**src/qsg_pkg.sv**
```systemverilog
// ----------------------------------------------------------------------------
// qsg_pkg
// Shared types and constants for the quadrature sine generator: field widths,
// register map, fixed-point constants, sequencer states and control bundle.
// ----------------------------------------------------------------------------
package qsg_pkg;

    // field and datapath widths
    localparam int STEP_W     = 31;
    localparam int GAIN_W     = 28;
    localparam int OFFS_W     = 29;
    localparam int SMP_W      = 30;
    localparam int PHS_W      = 32;
    localparam int PROD_W     = 64;
    localparam int MAG_W      = 36;
    localparam int ADDR_W     = 4;
    localparam int APB_DATA_W = 32;

    // renormalization period in ticks
    localparam int RENORM_PERIOD = 256;
    localparam int CNT_W         = $clog2(RENORM_PERIOD);

    // register map, index is paddr[3:2]
    typedef enum logic [1:0] {
        REG_STEP_SINE   = 2'd0,
        REG_STEP_COSINE = 2'd1,
        REG_GAIN        = 2'd2,
        REG_OFFSET      = 2'd3
    } reg_idx_t;

    // register reset values
    localparam logic signed [STEP_W-1:0] STEP_SINE_RST   = 31'sd8432802;
    localparam logic signed [STEP_W-1:0] STEP_COSINE_RST = 31'sd536804679;
    localparam logic [GAIN_W-1:0]        GAIN_RST        = 28'd16777216;
    localparam logic signed [OFFS_W-1:0] OFFSET_RST      = 29'sd0;

    // fixed-point constants
    localparam logic signed [PHS_W-1:0]  ONE_Q29     = 32'sd536870912;
    localparam logic signed [PROD_W-1:0] HALF_Q29    = 64'sd268435456;
    localparam logic signed [PROD_W-1:0] HALF_Q30    = 64'sd536870912;
    localparam logic signed [PROD_W-1:0] THREE_Q29   = 64'sd1610612736;
    localparam logic signed [PROD_W-1:0] OUT_LIMIT   = 64'sd335544320;
    localparam logic signed [PROD_W-1:0] OUT_LIMIT_N = -64'sd335544320;
    localparam logic signed [PROD_W-1:0] SAT32_MAX   = 64'sd2147483647;
    localparam logic signed [PROD_W-1:0] SAT32_MIN   = -64'sd2147483648;

    // sequencer states
    typedef enum logic [3:0] {
        ST_IDLE,
        ST_SMP_S,
        ST_SMP_C,
        ST_ROT_A,
        ST_ROT_B,
        ST_ROT_C,
        ST_ROT_D,
        ST_ROT_E,
        ST_MAG_A,
        ST_MAG_B,
        ST_MAG_C,
        ST_NRM_A,
        ST_NRM_B,
        ST_NRM_C,
        ST_DONE
    } state_t;

    // multiplier operand pairs
    typedef enum logic [3:0] {
        OP_NONE,
        OP_S_G,
        OP_C_G,
        OP_S_STC,
        OP_C_STS,
        OP_C_STC,
        OP_S_STS,
        OP_NS_NS,
        OP_NC_NC,
        OP_NS_CORR,
        OP_NC_CORR
    } op_t;

    // what to do with the product issued in the cycle before
    typedef enum logic [3:0] {
        ACT_NONE,
        ACT_SMP_S,
        ACT_SMP_C,
        ACT_ACC_LOAD,
        ACT_ROT_NS,
        ACT_ROT_NC,
        ACT_MAG_LOAD,
        ACT_CORR,
        ACT_NRM_NS,
        ACT_NRM_NC
    } act_t;

    // sequencer to datapath control
    typedef struct packed {
        op_t  op;
        act_t act;
        logic commit;
    } ctrl_t;

    // configuration register bundle
    typedef struct packed {
        logic signed [STEP_W-1:0] step_sine;
        logic signed [STEP_W-1:0] step_cosine;
        logic [GAIN_W-1:0]        gain;
        logic signed [OFFS_W-1:0] offset;
    } cfg_t;

endpackage

```
**src/quadrature_sine_generator_core.sv**
```systemverilog
// ----------------------------------------------------------------------------
// quadrature_sine_generator_core
// Rotation-recurrence quadrature oscillator with gain, offset and periodic
// amplitude renormalization.
// ----------------------------------------------------------------------------
// Usage:
//   s_valid/s_ready carry one tick beat per control period. A beat with
//   s_tick high yields one result beat on m_valid/m_ready holding
//   m_sine and m_cosine (signed Q6.24, saturated to +-20.0).
//   A beat with s_tick low is taken and produces no result.
//   m_valid rises once the sequencer has run its sample and rotation
//   states, and on every 256th tick also the renormalization pass.
//   A new tick is taken only once the last one is through; the pace is
//   set by the single shared 32x32 multiplier, which takes six
//   products per tick plus four for the renormalization, one per cycle.
//   s_ready is high only while the sequencer is idle.
//   The result sits in an output register; a new tick is taken while it
//   waits. If the receiver stalls, the following result waits in the
//   datapath and the block stops taking ticks until the output frees up.
//   Reset sets the phasor to (0, 1.0), clears the tick count and loads the
//   register defaults (50 Hz step at 20 kHz, gain 1.0, offset 0).
//   Registers sit on the APB port at 0x0 step_sine, 0x4 step_cosine,
//   0x8 amplitude_gain, 0xC offset; write them only while idle.
// ----------------------------------------------------------------------------
module quadrature_sine_generator_core (
    input  logic                                  aclk,
    input  logic                                  aresetn,
    // tick channel
    input  logic                                  s_valid,
    output logic                                  s_ready,
    input  logic                                  s_tick,
    // sample channel
    output logic                                  m_valid,
    input  logic                                  m_ready,
    output logic signed [qsg_pkg::SMP_W-1:0]      m_sine,
    output logic signed [qsg_pkg::SMP_W-1:0]      m_cosine,
    // configuration port
    input  logic                                  psel,
    input  logic                                  penable,
    input  logic                                  pwrite,
    input  logic [qsg_pkg::ADDR_W-1:0]            paddr,
    input  logic [qsg_pkg::APB_DATA_W-1:0]        pwdata,
    output logic [qsg_pkg::APB_DATA_W-1:0]        prdata,
    output logic                                  pready
);

    qsg_pkg::cfg_t                       cfg_reg;
    qsg_pkg::cfg_t                       cfg_next;
    qsg_pkg::reg_idx_t                   reg_idx;
    logic                                wr_en;

    qsg_pkg::ctrl_t                      ctrl;
    logic                                out_free;
    logic                                out_load;
    logic signed [qsg_pkg::SMP_W-1:0]    smp_s;
    logic signed [qsg_pkg::SMP_W-1:0]    smp_c;

    logic                                m_valid_reg, m_valid_next;
    logic signed [qsg_pkg::SMP_W-1:0]    m_sine_reg, m_sine_next;
    logic signed [qsg_pkg::SMP_W-1:0]    m_cosine_reg, m_cosine_next;

    // apb register write
    assign pready  = 1'b1;
    assign wr_en   = psel && penable && pwrite;
    assign reg_idx = qsg_pkg::reg_idx_t'(paddr[qsg_pkg::ADDR_W-1:2]);

    always_comb begin
        cfg_next = cfg_reg;
        if (wr_en) begin
            unique case (reg_idx)
                qsg_pkg::REG_STEP_SINE:   cfg_next.step_sine   = pwdata[qsg_pkg::STEP_W-1:0];
                qsg_pkg::REG_STEP_COSINE: cfg_next.step_cosine = pwdata[qsg_pkg::STEP_W-1:0];
                qsg_pkg::REG_GAIN:        cfg_next.gain        = pwdata[qsg_pkg::GAIN_W-1:0];
                qsg_pkg::REG_OFFSET:      cfg_next.offset      = pwdata[qsg_pkg::OFFS_W-1:0];
                default:                  cfg_next = cfg_reg;
            endcase
        end
    end

    always_ff @(posedge aclk) begin
        if (!aresetn) begin
            cfg_reg.step_sine   <= qsg_pkg::STEP_SINE_RST;
            cfg_reg.step_cosine <= qsg_pkg::STEP_COSINE_RST;
            cfg_reg.gain        <= qsg_pkg::GAIN_RST;
            cfg_reg.offset      <= qsg_pkg::OFFSET_RST;
        end else begin
            cfg_reg <= cfg_next;
        end
    end

    // apb register read
    always_comb begin
        prdata = '0;
        unique case (reg_idx)
            qsg_pkg::REG_STEP_SINE: begin
                prdata = {{(qsg_pkg::APB_DATA_W-qsg_pkg::STEP_W){1'b0}}, cfg_reg.step_sine};
            end
            qsg_pkg::REG_STEP_COSINE: begin
                prdata = {{(qsg_pkg::APB_DATA_W-qsg_pkg::STEP_W){1'b0}}, cfg_reg.step_cosine};
            end
            qsg_pkg::REG_GAIN: begin
                prdata = {{(qsg_pkg::APB_DATA_W-qsg_pkg::GAIN_W){1'b0}}, cfg_reg.gain};
            end
            qsg_pkg::REG_OFFSET: begin
                prdata = {{(qsg_pkg::APB_DATA_W-qsg_pkg::OFFS_W){1'b0}}, cfg_reg.offset};
            end
            default: prdata = '0;
        endcase
    end

    // sequencer
    qsg_ctrl u_ctrl (
        .aclk     (aclk),
        .aresetn  (aresetn),
        .s_valid  (s_valid),
        .s_tick   (s_tick),
        .out_free (out_free),
        .s_ready  (s_ready),
        .out_load (out_load),
        .ctrl     (ctrl)
    );

    // datapath with the shared multiplier
    qsg_dpath u_dpath (
        .aclk    (aclk),
        .aresetn (aresetn),
        .ctrl    (ctrl),
        .cfg     (cfg_reg),
        .smp_s   (smp_s),
        .smp_c   (smp_c)
    );

    // output beat register
    assign out_free = !m_valid_reg || m_ready;

    always_comb begin
        m_valid_next  = m_valid_reg;
        m_sine_next   = m_sine_reg;
        m_cosine_next = m_cosine_reg;
        if (out_load) begin
            m_valid_next  = 1'b1;
            m_sine_next   = smp_s;
            m_cosine_next = smp_c;
        end else if (m_ready) begin
            m_valid_next = 1'b0;
        end
    end

    always_ff @(posedge aclk) begin
        if (!aresetn) begin
            m_valid_reg <= 1'b0;
        end else begin
            m_valid_reg <= m_valid_next;
        end
    end

    always_ff @(posedge aclk) begin
        m_sine_reg   <= m_sine_next;
        m_cosine_reg <= m_cosine_next;
    end

    assign m_valid  = m_valid_reg;
    assign m_sine   = m_sine_reg;
    assign m_cosine = m_cosine_reg;

    // a loaded beat is always inside the saturation range
    a_out_range: assert property (@(posedge aclk) disable iff (!aresetn)
        (aresetn && out_load) |=>
            (m_valid_reg &&
             m_sine_reg <= qsg_pkg::OUT_LIMIT && m_sine_reg >= qsg_pkg::OUT_LIMIT_N &&
             m_cosine_reg <= qsg_pkg::OUT_LIMIT && m_cosine_reg >= qsg_pkg::OUT_LIMIT_N))
        else $error("output beat outside saturation range");

endmodule

```
**src/qsg_mult.sv**
```systemverilog
// ----------------------------------------------------------------------------
// qsg_mult
// Shared signed 32x32 multiplier with a registered 64-bit product.
// ----------------------------------------------------------------------------
module qsg_mult (
    input  logic                                 aclk,
    input  logic signed [qsg_pkg::PHS_W-1:0]     op_a,
    input  logic signed [qsg_pkg::PHS_W-1:0]     op_b,
    output logic signed [qsg_pkg::PROD_W-1:0]    prod
);

    logic signed [qsg_pkg::PROD_W-1:0] prod_reg;
    logic signed [qsg_pkg::PROD_W-1:0] prod_next;

    // full-width signed product
    always_comb begin
        prod_next = qsg_pkg::PROD_W'(op_a) * qsg_pkg::PROD_W'(op_b);
    end

    always_ff @(posedge aclk) begin
        prod_reg <= prod_next;
    end

    assign prod = prod_reg;

endmodule

```
**src/qsg_ctrl.sv**
```systemverilog
// ----------------------------------------------------------------------------
// qsg_ctrl
// Sequencer for one tick: issues the multiplier operand pairs in order,
// tells the datapath how to use each product and counts ticks between
// amplitude renormalizations.
// ----------------------------------------------------------------------------
module qsg_ctrl (
    input  logic            aclk,
    input  logic            aresetn,
    input  logic            s_valid,
    input  logic            s_tick,
    input  logic            out_free,
    output logic            s_ready,
    output logic            out_load,
    output qsg_pkg::ctrl_t  ctrl
);

    qsg_pkg::state_t             state_reg;
    qsg_pkg::state_t             state_next;
    logic [qsg_pkg::CNT_W-1:0]   cnt_reg;
    logic [qsg_pkg::CNT_W-1:0]   cnt_next;
    logic                        renorm_due;

    assign renorm_due = (cnt_reg == qsg_pkg::CNT_W'(qsg_pkg::RENORM_PERIOD - 1));

    // next state
    always_comb begin
        state_next = state_reg;
        unique case (state_reg)
            qsg_pkg::ST_IDLE: begin
                if (s_valid && s_tick) begin
                    state_next = qsg_pkg::ST_SMP_S;
                end
            end
            qsg_pkg::ST_SMP_S: state_next = qsg_pkg::ST_SMP_C;
            qsg_pkg::ST_SMP_C: state_next = qsg_pkg::ST_ROT_A;
            qsg_pkg::ST_ROT_A: state_next = qsg_pkg::ST_ROT_B;
            qsg_pkg::ST_ROT_B: state_next = qsg_pkg::ST_ROT_C;
            qsg_pkg::ST_ROT_C: state_next = qsg_pkg::ST_ROT_D;
            qsg_pkg::ST_ROT_D: state_next = qsg_pkg::ST_ROT_E;
            qsg_pkg::ST_ROT_E: begin
                state_next = renorm_due ? qsg_pkg::ST_MAG_A : qsg_pkg::ST_DONE;
            end
            qsg_pkg::ST_MAG_A: state_next = qsg_pkg::ST_MAG_B;
            qsg_pkg::ST_MAG_B: state_next = qsg_pkg::ST_MAG_C;
            qsg_pkg::ST_MAG_C: state_next = qsg_pkg::ST_NRM_A;
            qsg_pkg::ST_NRM_A: state_next = qsg_pkg::ST_NRM_B;
            qsg_pkg::ST_NRM_B: state_next = qsg_pkg::ST_NRM_C;
            qsg_pkg::ST_NRM_C: state_next = qsg_pkg::ST_DONE;
            qsg_pkg::ST_DONE: begin
                if (out_free) begin
                    state_next = qsg_pkg::ST_IDLE;
                end
            end
            default: state_next = qsg_pkg::ST_IDLE;
        endcase
    end

    // tick counter, advanced once per tick
    always_comb begin
        cnt_next = cnt_reg;
        if (state_reg == qsg_pkg::ST_ROT_E) begin
            cnt_next = renorm_due ? '0 : cnt_reg + 1'b1;
        end
    end

    // outputs per state
    always_comb begin
        s_ready     = (state_reg == qsg_pkg::ST_IDLE);
        out_load    = (state_reg == qsg_pkg::ST_DONE) && out_free;
        ctrl.op     = qsg_pkg::OP_NONE;
        ctrl.act    = qsg_pkg::ACT_NONE;
        ctrl.commit = 1'b0;
        unique case (state_reg)
            qsg_pkg::ST_IDLE: begin
            end
            qsg_pkg::ST_SMP_S: begin
                ctrl.op = qsg_pkg::OP_S_G;
            end
            qsg_pkg::ST_SMP_C: begin
                ctrl.op  = qsg_pkg::OP_C_G;
                ctrl.act = qsg_pkg::ACT_SMP_S;
            end
            qsg_pkg::ST_ROT_A: begin
                ctrl.op  = qsg_pkg::OP_S_STC;
                ctrl.act = qsg_pkg::ACT_SMP_C;
            end
            qsg_pkg::ST_ROT_B: begin
                ctrl.op  = qsg_pkg::OP_C_STS;
                ctrl.act = qsg_pkg::ACT_ACC_LOAD;
            end
            qsg_pkg::ST_ROT_C: begin
                ctrl.op  = qsg_pkg::OP_C_STC;
                ctrl.act = qsg_pkg::ACT_ROT_NS;
            end
            qsg_pkg::ST_ROT_D: begin
                ctrl.op  = qsg_pkg::OP_S_STS;
                ctrl.act = qsg_pkg::ACT_ACC_LOAD;
            end
            qsg_pkg::ST_ROT_E: begin
                ctrl.act = qsg_pkg::ACT_ROT_NC;
            end
            qsg_pkg::ST_MAG_A: begin
                ctrl.op = qsg_pkg::OP_NS_NS;
            end
            qsg_pkg::ST_MAG_B: begin
                ctrl.op  = qsg_pkg::OP_NC_NC;
                ctrl.act = qsg_pkg::ACT_MAG_LOAD;
            end
            qsg_pkg::ST_MAG_C: begin
                ctrl.act = qsg_pkg::ACT_CORR;
            end
            qsg_pkg::ST_NRM_A: begin
                ctrl.op = qsg_pkg::OP_NS_CORR;
            end
            qsg_pkg::ST_NRM_B: begin
                ctrl.op  = qsg_pkg::OP_NC_CORR;
                ctrl.act = qsg_pkg::ACT_NRM_NS;
            end
            qsg_pkg::ST_NRM_C: begin
                ctrl.act = qsg_pkg::ACT_NRM_NC;
            end
            qsg_pkg::ST_DONE: begin
                ctrl.commit = 1'b1;
            end
            default: begin
            end
        endcase
    end

    always_ff @(posedge aclk) begin
        if (!aresetn) begin
            state_reg <= qsg_pkg::ST_IDLE;
            cnt_reg   <= '0;
        end else begin
            state_reg <= state_next;
            cnt_reg   <= cnt_next;
        end
    end

    // a tick beat starts the sequence and drops ready
    a_tick_starts: assert property (@(posedge aclk) disable iff (!aresetn)
        (aresetn && s_valid && s_ready && s_tick) |=>
            (state_reg == qsg_pkg::ST_SMP_S && !s_ready))
        else $error("tick beat did not start the sequence");

    // renormalization restarts the tick count
    a_renorm_wrap: assert property (@(posedge aclk) disable iff (!aresetn)
        (aresetn && state_reg == qsg_pkg::ST_ROT_E && renorm_due) |=>
            (cnt_reg == '0 && state_reg == qsg_pkg::ST_MAG_A))
        else $error("renormalization did not restart the tick count");

endmodule

```
**src/qsg_dpath.sv**
```systemverilog
// ----------------------------------------------------------------------------
// qsg_dpath
// Oscillator datapath: phasor state, operand selection for the shared
// multiplier, rounding of each product, saturation of all results but the magnitude, sample registers.
// ----------------------------------------------------------------------------
module qsg_dpath (
    input  logic                                aclk,
    input  logic                                aresetn,
    input  qsg_pkg::ctrl_t                      ctrl,
    input  qsg_pkg::cfg_t                       cfg,
    output logic signed [qsg_pkg::SMP_W-1:0]    smp_s,
    output logic signed [qsg_pkg::SMP_W-1:0]    smp_c
);

    // round half up and drop 29 fraction bits
    function automatic logic signed [qsg_pkg::PROD_W-1:0] rnd29(
        input logic signed [qsg_pkg::PROD_W-1:0] v
    );
        logic signed [qsg_pkg::PROD_W-1:0] t;
        t = v + qsg_pkg::HALF_Q29;
        return t >>> 29;
    endfunction

    // round half up and drop 30 fraction bits
    function automatic logic signed [qsg_pkg::PROD_W-1:0] rnd30(
        input logic signed [qsg_pkg::PROD_W-1:0] v
    );
        logic signed [qsg_pkg::PROD_W-1:0] t;
        t = v + qsg_pkg::HALF_Q30;
        return t >>> 30;
    endfunction

    // clamp to signed 32 bits
    function automatic logic signed [qsg_pkg::PHS_W-1:0] sat32(
        input logic signed [qsg_pkg::PROD_W-1:0] v
    );
        logic signed [qsg_pkg::PROD_W-1:0] t;
        t = v;
        if (v > qsg_pkg::SAT32_MAX) begin
            t = qsg_pkg::SAT32_MAX;
        end else if (v < qsg_pkg::SAT32_MIN) begin
            t = qsg_pkg::SAT32_MIN;
        end
        return t[qsg_pkg::PHS_W-1:0];
    endfunction

    // clamp to the output range
    function automatic logic signed [qsg_pkg::SMP_W-1:0] sat_smp(
        input logic signed [qsg_pkg::PROD_W-1:0] v
    );
        logic signed [qsg_pkg::PROD_W-1:0] t;
        t = v;
        if (v > qsg_pkg::OUT_LIMIT) begin
            t = qsg_pkg::OUT_LIMIT;
        end else if (v < qsg_pkg::OUT_LIMIT_N) begin
            t = qsg_pkg::OUT_LIMIT_N;
        end
        return t[qsg_pkg::SMP_W-1:0];
    endfunction

    logic signed [qsg_pkg::PHS_W-1:0]  phs_s_reg, phs_s_next;
    logic signed [qsg_pkg::PHS_W-1:0]  phs_c_reg, phs_c_next;
    logic signed [qsg_pkg::PHS_W-1:0]  ns_reg, ns_next;
    logic signed [qsg_pkg::PHS_W-1:0]  nc_reg, nc_next;
    logic signed [qsg_pkg::PHS_W-1:0]  corr_reg, corr_next;
    logic signed [qsg_pkg::MAG_W-1:0]  mag_reg, mag_next;
    logic signed [qsg_pkg::PROD_W-1:0] acc_reg, acc_next;
    logic signed [qsg_pkg::SMP_W-1:0]  smp_s_reg, smp_s_next;
    logic signed [qsg_pkg::SMP_W-1:0]  smp_c_reg, smp_c_next;

    logic signed [qsg_pkg::PHS_W-1:0]  op_a;
    logic signed [qsg_pkg::PHS_W-1:0]  op_b;
    logic signed [qsg_pkg::PROD_W-1:0] prod;

    logic signed [qsg_pkg::PHS_W-1:0]  gain_ext;
    logic signed [qsg_pkg::PHS_W-1:0]  sts_ext;
    logic signed [qsg_pkg::PHS_W-1:0]  stc_ext;
    logic signed [qsg_pkg::PROD_W-1:0] offs_ext;
    logic signed [qsg_pkg::PROD_W-1:0] mag_ext;
    logic signed [qsg_pkg::PROD_W-1:0] prod_r29;
    logic signed [qsg_pkg::PROD_W-1:0] smp_sum;
    logic signed [qsg_pkg::PROD_W-1:0] rot_sum;
    logic signed [qsg_pkg::PROD_W-1:0] rot_dif;
    logic signed [qsg_pkg::PROD_W-1:0] corr_raw;

    // operand extension
    assign gain_ext = {{(qsg_pkg::PHS_W-qsg_pkg::GAIN_W){1'b0}}, cfg.gain};
    assign sts_ext  = {{(qsg_pkg::PHS_W-qsg_pkg::STEP_W){cfg.step_sine[qsg_pkg::STEP_W-1]}},
                       cfg.step_sine};
    assign stc_ext  = {{(qsg_pkg::PHS_W-qsg_pkg::STEP_W){cfg.step_cosine[qsg_pkg::STEP_W-1]}},
                       cfg.step_cosine};
    assign offs_ext = {{(qsg_pkg::PROD_W-qsg_pkg::OFFS_W){cfg.offset[qsg_pkg::OFFS_W-1]}},
                       cfg.offset};
    assign mag_ext  = {{(qsg_pkg::PROD_W-qsg_pkg::MAG_W){mag_reg[qsg_pkg::MAG_W-1]}}, mag_reg};

    // operand select for the shared multiplier
    always_comb begin
        op_a = '0;
        op_b = '0;
        unique case (ctrl.op)
            qsg_pkg::OP_NONE: begin
            end
            qsg_pkg::OP_S_G: begin
                op_a = phs_s_reg;
                op_b = gain_ext;
            end
            qsg_pkg::OP_C_G: begin
                op_a = phs_c_reg;
                op_b = gain_ext;
            end
            qsg_pkg::OP_S_STC: begin
                op_a = phs_s_reg;
                op_b = stc_ext;
            end
            qsg_pkg::OP_C_STS: begin
                op_a = phs_c_reg;
                op_b = sts_ext;
            end
            qsg_pkg::OP_C_STC: begin
                op_a = phs_c_reg;
                op_b = stc_ext;
            end
            qsg_pkg::OP_S_STS: begin
                op_a = phs_s_reg;
                op_b = sts_ext;
            end
            qsg_pkg::OP_NS_NS: begin
                op_a = ns_reg;
                op_b = ns_reg;
            end
            qsg_pkg::OP_NC_NC: begin
                op_a = nc_reg;
                op_b = nc_reg;
            end
            qsg_pkg::OP_NS_CORR: begin
                op_a = ns_reg;
                op_b = corr_reg;
            end
            qsg_pkg::OP_NC_CORR: begin
                op_a = nc_reg;
                op_b = corr_reg;
            end
            default: begin
            end
        endcase
    end

    qsg_mult u_mult (
        .aclk (aclk),
        .op_a (op_a),
        .op_b (op_b),
        .prod (prod)
    );

    // product post-processing
    assign prod_r29 = rnd29(prod);
    assign smp_sum  = prod_r29 + offs_ext;
    assign rot_sum  = acc_reg + prod;
    assign rot_dif  = acc_reg - prod;
    assign corr_raw = qsg_pkg::THREE_Q29 - (mag_ext + prod_r29);

    // register updates per action
    always_comb begin
        phs_s_next = phs_s_reg;
        phs_c_next = phs_c_reg;
        ns_next    = ns_reg;
        nc_next    = nc_reg;
        corr_next  = corr_reg;
        mag_next   = mag_reg;
        acc_next   = acc_reg;
        smp_s_next = smp_s_reg;
        smp_c_next = smp_c_reg;
        unique case (ctrl.act)
            qsg_pkg::ACT_NONE:     begin end
            qsg_pkg::ACT_SMP_S:    smp_s_next = sat_smp(smp_sum);
            qsg_pkg::ACT_SMP_C:    smp_c_next = sat_smp(smp_sum);
            qsg_pkg::ACT_ACC_LOAD: acc_next   = prod + qsg_pkg::HALF_Q29;
            qsg_pkg::ACT_ROT_NS:   ns_next    = sat32(rot_sum >>> 29);
            qsg_pkg::ACT_ROT_NC:   nc_next    = sat32(rot_dif >>> 29);
            qsg_pkg::ACT_MAG_LOAD: mag_next   = qsg_pkg::MAG_W'(prod_r29);
            qsg_pkg::ACT_CORR:     corr_next  = sat32(corr_raw);
            qsg_pkg::ACT_NRM_NS:   ns_next    = sat32(rnd30(prod));
            qsg_pkg::ACT_NRM_NC:   nc_next    = sat32(rnd30(prod));
            default:               begin end
        endcase
        if (ctrl.commit) begin
            phs_s_next = ns_reg;
            phs_c_next = nc_reg;
        end
    end

    // phasor state
    always_ff @(posedge aclk) begin
        if (!aresetn) begin
            phs_s_reg <= '0;
            phs_c_reg <= qsg_pkg::ONE_Q29;
        end else begin
            phs_s_reg <= phs_s_next;
            phs_c_reg <= phs_c_next;
        end
    end

    // working registers
    always_ff @(posedge aclk) begin
        ns_reg    <= ns_next;
        nc_reg    <= nc_next;
        corr_reg  <= corr_next;
        mag_reg   <= mag_next;
        acc_reg   <= acc_next;
        smp_s_reg <= smp_s_next;
        smp_c_reg <= smp_c_next;
    end

    assign smp_s = smp_s_reg;
    assign smp_c = smp_c_reg;

    // the phasor moves only at the end of a tick
    a_phasor_hold: assert property (@(posedge aclk) disable iff (!aresetn)
        (aresetn && !ctrl.commit) |=> ($stable(phs_s_reg) && $stable(phs_c_reg)))
        else $error("phasor changed outside of commit");

endmodule
```
**config.mk**
```make
export PLATFORM = sky130hd
export DESIGN_NAME = quadrature_sine_generator_core
export DESIGN_NICKNAME = d
export VERILOG_FILES = /design/src/qsg_pkg.sv /design/src/quadrature_sine_generator_core.sv /design/src/qsg_mult.sv /design/src/qsg_ctrl.sv /design/src/qsg_dpath.sv
export SDC_FILE = /design/constraint.sdc
export NUM_CORES = 2
export LEC_CHECK = 0
export ABC_AREA = 0
export BUFFER_PORTS_ARGS = -buffer_cell sky130_fd_sc_hd__buf_4
export CORE_MARGIN = 3
export CORE_UTILIZATION = 45
export CTS_BUF_LIST = sky130_fd_sc_hd__clkbuf_2
export CTS_CLUSTER_SIZE = 25
export DETAILED_ROUTE_END_ITERATION = 6
export PLACE_DENSITY = 0.66
export SLEW_MARGIN = 20
export SYNTH_ARGS = -nofsm -noshare
export SYNTH_HDL_FRONTEND = slang
export SYNTH_SLANG_ARGS = --single-unit
```
**constraint.sdc**
```tcl
create_clock -name aclk -period 10.9 [get_ports aclk]
set_clock_uncertainty 0.2 [all_clocks]
set_input_delay 1.09 -clock aclk [delete_from_list [all_inputs] [get_ports aclk]]
set_output_delay 1.09 -clock aclk [all_outputs]
set_load 0.01 [all_outputs]
```
* After elaboration in Yosys (flattened, before gate mapping)
Cells that the tools add are included. Widths: inputs -> output; s select.
Word-level totals: bits in registers 575, input port bits 44, output and inout port bits 95, logic and storage cells 126
Operators by class: add/subtract/negate cells 8, $mul 1, magnitude comparators 10, eq/ne operators 39, multiplexer cells 24, reduce and logical (&&, ||, !) cells 25
Operators with widths (number):
- $pmux 32 s4 | 2
- $mux 32 | 7
- $pmux 32 s6 | 1
- $pmux 32 s2 | 2
- $gt 35x32->1 const B | 2
- $lt 35x32->1 const B | 2
- $add 64x30->64 const B | 1
- $add 64x31->64 const B | 1
- $add 64x64->64 | 1
- $gt 64x32->1 const B | 1
- $lt 64x32->1 const B | 1
- $mul 32x32->64 | 1
- $sub 64x64->64 | 1
- $mux 30 | 2
- $pmux 4 s15 | 1
- $eq 4x3->1 const B | 12
- $eq 4x4->1 const B | 12
- $pmux 4 s10 | 1
- $sub 32x36->37 const A | 1
- $add 35x29->36 | 1
- $add 35x35->36 | 1
- $gt 36x30->1 const B | 1
- $lt 36x30->1 const B | 1
- $pmux 4 s9 | 1
- 22 further kinds | 50

* Longest topological paths before layout
depth in word-level cells 6, gate-level depth with buffers 38

* Cells and area by module
From an unflattened synthesis, not the netlist that was laid out.
Unflattened totals: cell total of the unflattened synthesis 7445, area total of the unflattened synthesis 70954.3 um2
Modules (own cells, without submodules):
- qsg_mult | instances 1, cells an instance 3938, area an instance 37438.4 um2, sequential area each 1281.2 um2
- qsg_dpath | instances 1, cells an instance 2848, area an instance 25515.7 um2, sequential area each 8938.6 um2
- quadrature_sine_generator_core | instances 1, cells an instance 563, area an instance 7230.7 um2, sequential area each 4204.0 um2
- qsg_ctrl | instances 1, cells an instance 96, area an instance 769.5 um2, sequential area each 240.2 um2

* Worst setup path before layout
OpenSTA, ideal clock, no wires.
path type register to register, from register u_ctrl.state_reg[2], to register u_dpath.u_mult.prod_reg, in the netlist u_dpath.u_mult.prod[62], data arrival time 11080 ps, path slack -452 ps, cell stages (with the launch flop) 33, period minus slack after synthesis 11352 ps, cells stage by stage dfxtp_1 clkbuf_1 nor3b_1 clkbuf_1 clkbuf_1 a222oi_1 nand3_1 clkbuf_1 nand2_1 inv_1 fa_1 fa_1 fa_1 fa_1 inv_1 fa_1 inv_1 fa_1 inv_1 fa_1 inv_1 fa_1 ha_1 a21o_1 a21oi_1 nor2b_1 o21ai_0 nand2b_1 a21oi_1 a21boi_0 o21ai_0 a21oi_1 xnor2_1
On the way: cells in the longest elaborated chain, start to end 6
RTL lines:
- start: declaration | RTL line qsg_ctrl.sv:18 | qsg_pkg::state_t state_reg;
- start signal: assignment | RTL line qsg_ctrl.sv:133 | state_reg <= qsg_pkg::ST_IDLE;
- start signal: assignment | RTL line qsg_ctrl.sv:136 | state_reg <= state_next;
- $eq 4x4->1 (tied with other cells) | RTL line qsg_ctrl.sv:74 | unique case (state_reg)
- $pmux 4 s10 (*) | RTL line qsg_ctrl.sv:74
- $eq 4x1->1 (tied with other cells) | RTL line qsg_dpath.sv:100 | unique case (ctrl.op)
- $reduce_or 3->1 (no line) or $reduce_or 2->1 (tied branches)
- $pmux 32 s4 or $pmux 32 s6 (tied branches) | RTL line qsg_dpath.sv:100
- $mul 32x32->64 (*) | RTL line qsg_mult.sv:17 | prod_next = qsg_pkg::PROD_W'(op_a) * qsg_pkg::PROD_W'(op_b);
- via u_dpath.u_mult.prod_next (one bit) | RTL line qsg_mult.sv:13 | logic signed [qsg_pkg::PROD_W-1:0] prod_next;
- end signal: assignment | RTL line qsg_mult.sv:21 | prod_reg <= prod_next;
- end: declaration | RTL line qsg_mult.sv:12 | logic signed [qsg_pkg::PROD_W-1:0] prod_reg;
The timed path passes the listed nets; every way through them passes the cells marked *. A chain may end at the register's enable or synchronous reset.

* Worst setup path after layout
from register u_ctrl.state_reg[3], to register u_dpath.u_mult.prod_reg, in the netlist u_dpath.u_mult.prod[62]
The elaborated chain is that of the path after synthesis.

==> impl_results.rst <==
.. list-table::
   :header-rows: 1

   * - Metric
     - Value
   * - Wirelength, routed
     - 230000 um
   * - Total nets after synthesis
     - 9014
   * - Delay of the slowest cell on the worst path
     - a little under 0.6 ns
   * - Post-DP Area
     - around 0.073 mm2
   * - Register bit total from synthesis
     - 575
   * - Met2 global-route usage
     - between 40% and 50%
   * - Accumulated negative setup slack
     - 0 ns
   * - Final-report hold violation count
     - 0
   * - Tightest Pin Transition
     - around 1.3 ns
   * - Worst Setup End Kind
     - flop
   * - Share of the clock period used by the worst path
     - between 90% and 100%
   * - Critical-path top delay cell
     - sky130_fd_sc_hd__dfxtp_2
   * - Detailed-route DRC error count
     - 1
   * - Post-placement cell count
     - about 9500
   * - Count of placed standard cells in the final layout, fillers left out
     - 9841
   * - Clock tree from TritonCTS
     - yes
   * - Power consumption
     - around 4400 uW
   * - Cell area after synthesis
     - a little under 0.07 mm2
   * - Wire length of the first global-routing pass
     - 345000 um
   * - Hold crit path type
     - in2reg
   * - Worst Reg-to-Reg Cells
     - 34
   * - Most used flip-flop cell after synthesis
     - sky130_fd_sc_hd__edfxtp_1
   * - Relative max-transition margin
     - between 10% and 20%
   * - Startpoint type of the worst setup path
     - flop
   * - Largest register FFs
     - between 100 and 150
   * - Routed wire length per instance
     - between 20 and 25 um
   * - Maximum number of pins on one net before global-route repair
     - about 100
   * - Required time of the critical path
     - about 12 ns
   * - Number of flops mapped to enable cells by yosys
     - between 300 and 400
   * - Power density over the cells
     - 58.2 mW/mm2
   * - Number of global-route vias before repair
     - around 57000
   * - RSZ-0062 raised after global routing
     - yes
   * - Pleak
     - 0.0344 uW
   * - Cell mode on critical path
     - sky130_fd_sc_hd__fa_1
   * - Fillers
     - roughly 14000
   * - Count of buffering cells on the critical path with inverters included
     - 9
   * - Die Wd
     - between 300 and 400 um
   * - Height of the die
     - a little under 400 um
   * - Register area share after synthesis
     - roughly a fifth
   * - Gpl congestion
     - between 1 and 1.5
   * - Number of setup violations in the final report
     - 0
   * - R2R Path Start
     - u_ctrl.state_reg[3]
   * - Type of the worst setup path
     - reg2reg
   * - Hold Path End
     - cfg_reg[54]
   * - Starting utilization of the core area
     - 45.6%
   * - CTS root buf
     - sky130_fd_sc_hd__clkbuf_2
   * - Total of buffers placed on input and output ports
     - roughly 130
   * - Largest buffer count on any clock path
     - 3
   * - Post-DRT Antenna Nets
     - 0
   * - R2r endpoint
     - u_dpath.u_mult.prod[62]
   * - Clock-pin slew reported for the worst setup and hold paths after clock tree synthesis
     - about 0.12 ns
   * - Failing checks
     - DRC
   * - Insertion delay of the later-clocked pin in the worst-skew pair
     - 1.56 ns
   * - Busiest grt layer
     - met2
   * - Clock period minus final worst setup slack
     - between 10 and 15 ns
   * - Status
     - finished, violations left
   * - Total via count in the routed design
     - 55800
   * - Achievable frequency
     - roughly 94 MHz
   * - Antenna violations before repair
     - 7
   * - Met1 usage
     - approximately 39%
   * - Ys Warns
     - 0
   * - Final HPWL DP
     - 182000 um
   * - Number of nets in the final layout
     - 9232
   * - Hold path cells
     - 4
   * - Deepest level of the CTS H-tree
     - 4
   * - Family with the most delay on the worst path
     - adder cells
   * - Cts bufs inserted
     - ~150
   * - Clock sink count
     - 575
   * - Placeable Area
     - between 0.15 and 0.2 mm2
   * - Total iterations of the first detailed-routing run
     - 7
   * - DR iter-0 viols
     - 5733
   * - Share of final-layout standard cells stronger than drive strength 1
     - approximately 10%
   * - Maximum net fanout on the critical path
     - 14
   * - GR Util All Layers
     - between 20% and 30%
   * - Endpoint arrival time on the critical path
     - 11.83 ns
   * - Average instance area after synthesis
     - between 9 and 10 um2
   * - # rows
     - around 140
   * - Critical hold path startpoint
     - pwdata[25]
   * - Pins Over Slew Limit
     - 0
   * - DIE AREA
     - 0.157 mm2
   * - Global route overflow
     - 0
   * - Via-to-Cell Ratio
     - approximately 5.7
   * - Cell count after synthesis
     - 7470
   * - Number of distinct library cells after synthesis
     - 94
   * - Peak VDD IR
     - slightly above 0.0001 V
   * - Number of max-capacitance violations reported
     - 0
   * - Boundary pin count
     - 139
   * - P&R area growth vs syn
     - 9.92%
   * - Setup slack of the most critical reg-to-reg path
     - 0.26 ns
   * - Met3 demand-to-capacity share in global routing
     - under 10%
   * - Async set or reset register ratio after synthesis
     - 0%
   * - Post-route cell area
     - between 0.07 and 0.08 mm2
[metal layers]
metal | wire length, um | part of all wire [%]
met1 | 91900 | 40
met2 | 105000 | 46
met3 | 22200 | 9.7
met4 | 10900 | 4.8
met5 | 13 | 0.0057
[worst min-delay path, cell delays in order]
cell and delay (ns):
sky130_fd_sc_hd__dlygate4sd3_1 0.53, sky130_fd_sc_hd__buf_4 0.15, sky130_fd_sc_hd__nand2_1 0.05, sky130_fd_sc_hd__a21boi_0 0.06
[stage by stage]
step / worst slack, ns / utilization [%] / hold WS (ns)
after detailed placement: 0.190 / 48.5 / 0.205
after CTS: 0.140 / 49.9 / 0.00519
after global placement: 0.258 / 48.5 / 0.202
after global routing: -0.0314 / 50.1 / 0.117
final: 0.265 / 50.1 / 0.196
after floorplan: 0.623 / - / 0.200
[cells in the mapped netlist (9+ instances only)]
master / n / area [um2]
sky130_fd_sc_hd__edfxtp_1: 315 / 9460
sky130_fd_sc_hd__nand2b_1: 35 / 219
sky130_fd_sc_hd__buf_2: 11 / 55.1
sky130_fd_sc_hd__fa_1: 1084 / 21700
sky130_fd_sc_hd__a21boi_0: 161 / 1210
sky130_fd_sc_hd__nor4_1: 24 / 150
sky130_fd_sc_hd__clkbuf_1: 336 / 1260
sky130_fd_sc_hd__nor2b_1: 43 / 269
sky130_fd_sc_hd__a31oi_1: 23 / 144
sky130_fd_sc_hd__o211ai_1: 22 / 165
sky130_fd_sc_hd__o21bai_1: 31 / 233
sky130_fd_sc_hd__nand3_1: 119 / 596
sky130_fd_sc_hd__a22oi_1: 44 / 330
sky130_fd_sc_hd__xor2_1: 65 / 569
sky130_fd_sc_hd__o31a_1: 12 / 105
sky130_fd_sc_hd__mux4_2: 28 / 631
sky130_fd_sc_hd__nor2_1: 779 / 2920
sky130_fd_sc_hd__o22a_1: 24 / 210
sky130_fd_sc_hd__or2_2: 18 / 113
sky130_fd_sc_hd__a21o_1: 95 / 713
sky130_fd_sc_hd__a21oi_1: 270 / 1350
sky130_fd_sc_hd__and3_1: 55 / 344
sky130_fd_sc_hd__a222oi_1: 28 / 280
sky130_fd_sc_hd__nor3_1: 58 / 290
sky130_fd_sc_hd__buf_1: 21 / 78.8
sky130_fd_sc_hd__or3_1: 18 / 113
sky130_fd_sc_hd__and2_1: 39 / 244
sky130_fd_sc_hd__a211oi_1: 20 / 150
sky130_fd_sc_hd__nand4_1: 44 / 275
sky130_fd_sc_hd__nand2_1: 1041 / 3910
sky130_fd_sc_hd__o21a_1: 32 / 240
sky130_fd_sc_hd__xnor2_1: 204 / 1790
sky130_fd_sc_hd__o31ai_1: 21 / 158
sky130_fd_sc_hd__a221oi_1: 40 / 350
sky130_fd_sc_hd__ha_1: 416 / 5200
sky130_fd_sc_hd__dfxtp_1: 260 / 5200
sky130_fd_sc_hd__a221o_1: 40 / 400
sky130_fd_sc_hd__inv_1: 1237 / 4640
sky130_fd_sc_hd__a22o_1: 33 / 289
sky130_fd_sc_hd__a31o_2: 9 / 78.8
sky130_fd_sc_hd__o21ai_0: 168 / 841
[final cells by class]
type                            instances  area, um2  share of cell area [%]
Sequential cell                       575      14700                    19.4
Inverter                             1238       4650                    6.16
Timing Repair Buffer                  440       3730                    4.94
Antenna cell                           14       35.0                  0.0464
Multi-Input combinational cell       5285      48400                    64.1
Clock buffer                          215       1080                    1.43
Tap cell                             2016       2520                    3.34
Clock inverter                         58        385                   0.511
[what timing repair did]
action / CTS / global route
setup endpoints to repair: 0 / 15
hold buffers: 61 / 0
endpoints found under the hold margin: 139 / 0
resized for setup: 0 / 22
setup buffers: 0 / 18
[how the worst max path moves through the flow]
stage,start,end,slack (ns),depth (start not counted)
finish,u_ctrl.state_reg[3],u_dpath.u_mult.prod[62],0.26,34
global route,u_ctrl.state_reg[2],u_dpath.u_mult.prod[62],-0.03,33
global placement,u_ctrl.state_reg[0],u_dpath.u_mult.prod[62],0.26,30
floorplan,u_ctrl.state_reg[2],u_dpath.u_mult.prod[62],0.62,33
detailed placement,u_ctrl.state_reg[0],u_dpath.u_mult.prod[62],0.19,30
CTS,u_ctrl.state_reg[2],u_dpath.u_mult.prod[47],0.14,28
[where the power goes]
part           internal [uW]  switching [uW]  leakage (uW)
sequential              2290            20.2       0.00501
clock                    626            1000       0.00109
combinational            153             302        0.0283
[cells in the final DEF (no fill, tap or decap), types with 19 or more instances in the layout]
cell type	synthesis	layout
sky130_fd_sc_hd__a211oi_1	20	19
sky130_fd_sc_hd__a21boi_0	161	161
sky130_fd_sc_hd__a21o_1	95	95
sky130_fd_sc_hd__a21oi_1	270	263
sky130_fd_sc_hd__a221o_1	40	40
sky130_fd_sc_hd__a221oi_2	2	25
sky130_fd_sc_hd__a222oi_1	28	28
sky130_fd_sc_hd__a22o_1	33	33
sky130_fd_sc_hd__a22oi_1	44	43
sky130_fd_sc_hd__a31oi_1	23	23
sky130_fd_sc_hd__and2_1	39	37
sky130_fd_sc_hd__and3_1	55	47
sky130_fd_sc_hd__buf_12	0	21
sky130_fd_sc_hd__buf_4	5	355
sky130_fd_sc_hd__clkbuf_2	0	216
sky130_fd_sc_hd__clkinv_1	1	29
sky130_fd_sc_hd__dfxtp_1	260	258
sky130_fd_sc_hd__dlygate4sd3_1	0	61
sky130_fd_sc_hd__edfxtp_1	315	315
sky130_fd_sc_hd__fa_1	1084	1084
sky130_fd_sc_hd__ha_1	416	416
sky130_fd_sc_hd__inv_1	1237	1237
sky130_fd_sc_hd__mux4_2	28	28
sky130_fd_sc_hd__nand2_1	1041	1041
sky130_fd_sc_hd__nand2b_1	35	32
sky130_fd_sc_hd__nand3_1	119	118
sky130_fd_sc_hd__nand4_1	44	44
sky130_fd_sc_hd__nor2_1	779	773
sky130_fd_sc_hd__nor2b_1	43	43
sky130_fd_sc_hd__nor3_1	58	53
sky130_fd_sc_hd__nor4_1	24	23
sky130_fd_sc_hd__o211ai_1	22	22
sky130_fd_sc_hd__o21a_1	32	31
sky130_fd_sc_hd__o21ai_0	168	167
sky130_fd_sc_hd__o21bai_1	31	31
sky130_fd_sc_hd__o22a_1	24	24
sky130_fd_sc_hd__o31ai_1	21	21
sky130_fd_sc_hd__xnor2_1	204	204
sky130_fd_sc_hd__xor2_1	65	65
[logic make-up after synthesis]
logic type	after synthesis	share of synthesized area, %
and+or+nand+nor	2312	14.3
buffers and inverters	1615	8.92
muxes	40	1.11
adders and majority gates	1500	39.2
DFF	575	21.4
AOI/OAI and AO/OA	1157	11.7
other	2	0.0109
xor gates and xnor gates	269	3.43
(Power assumes the default switching activity.)
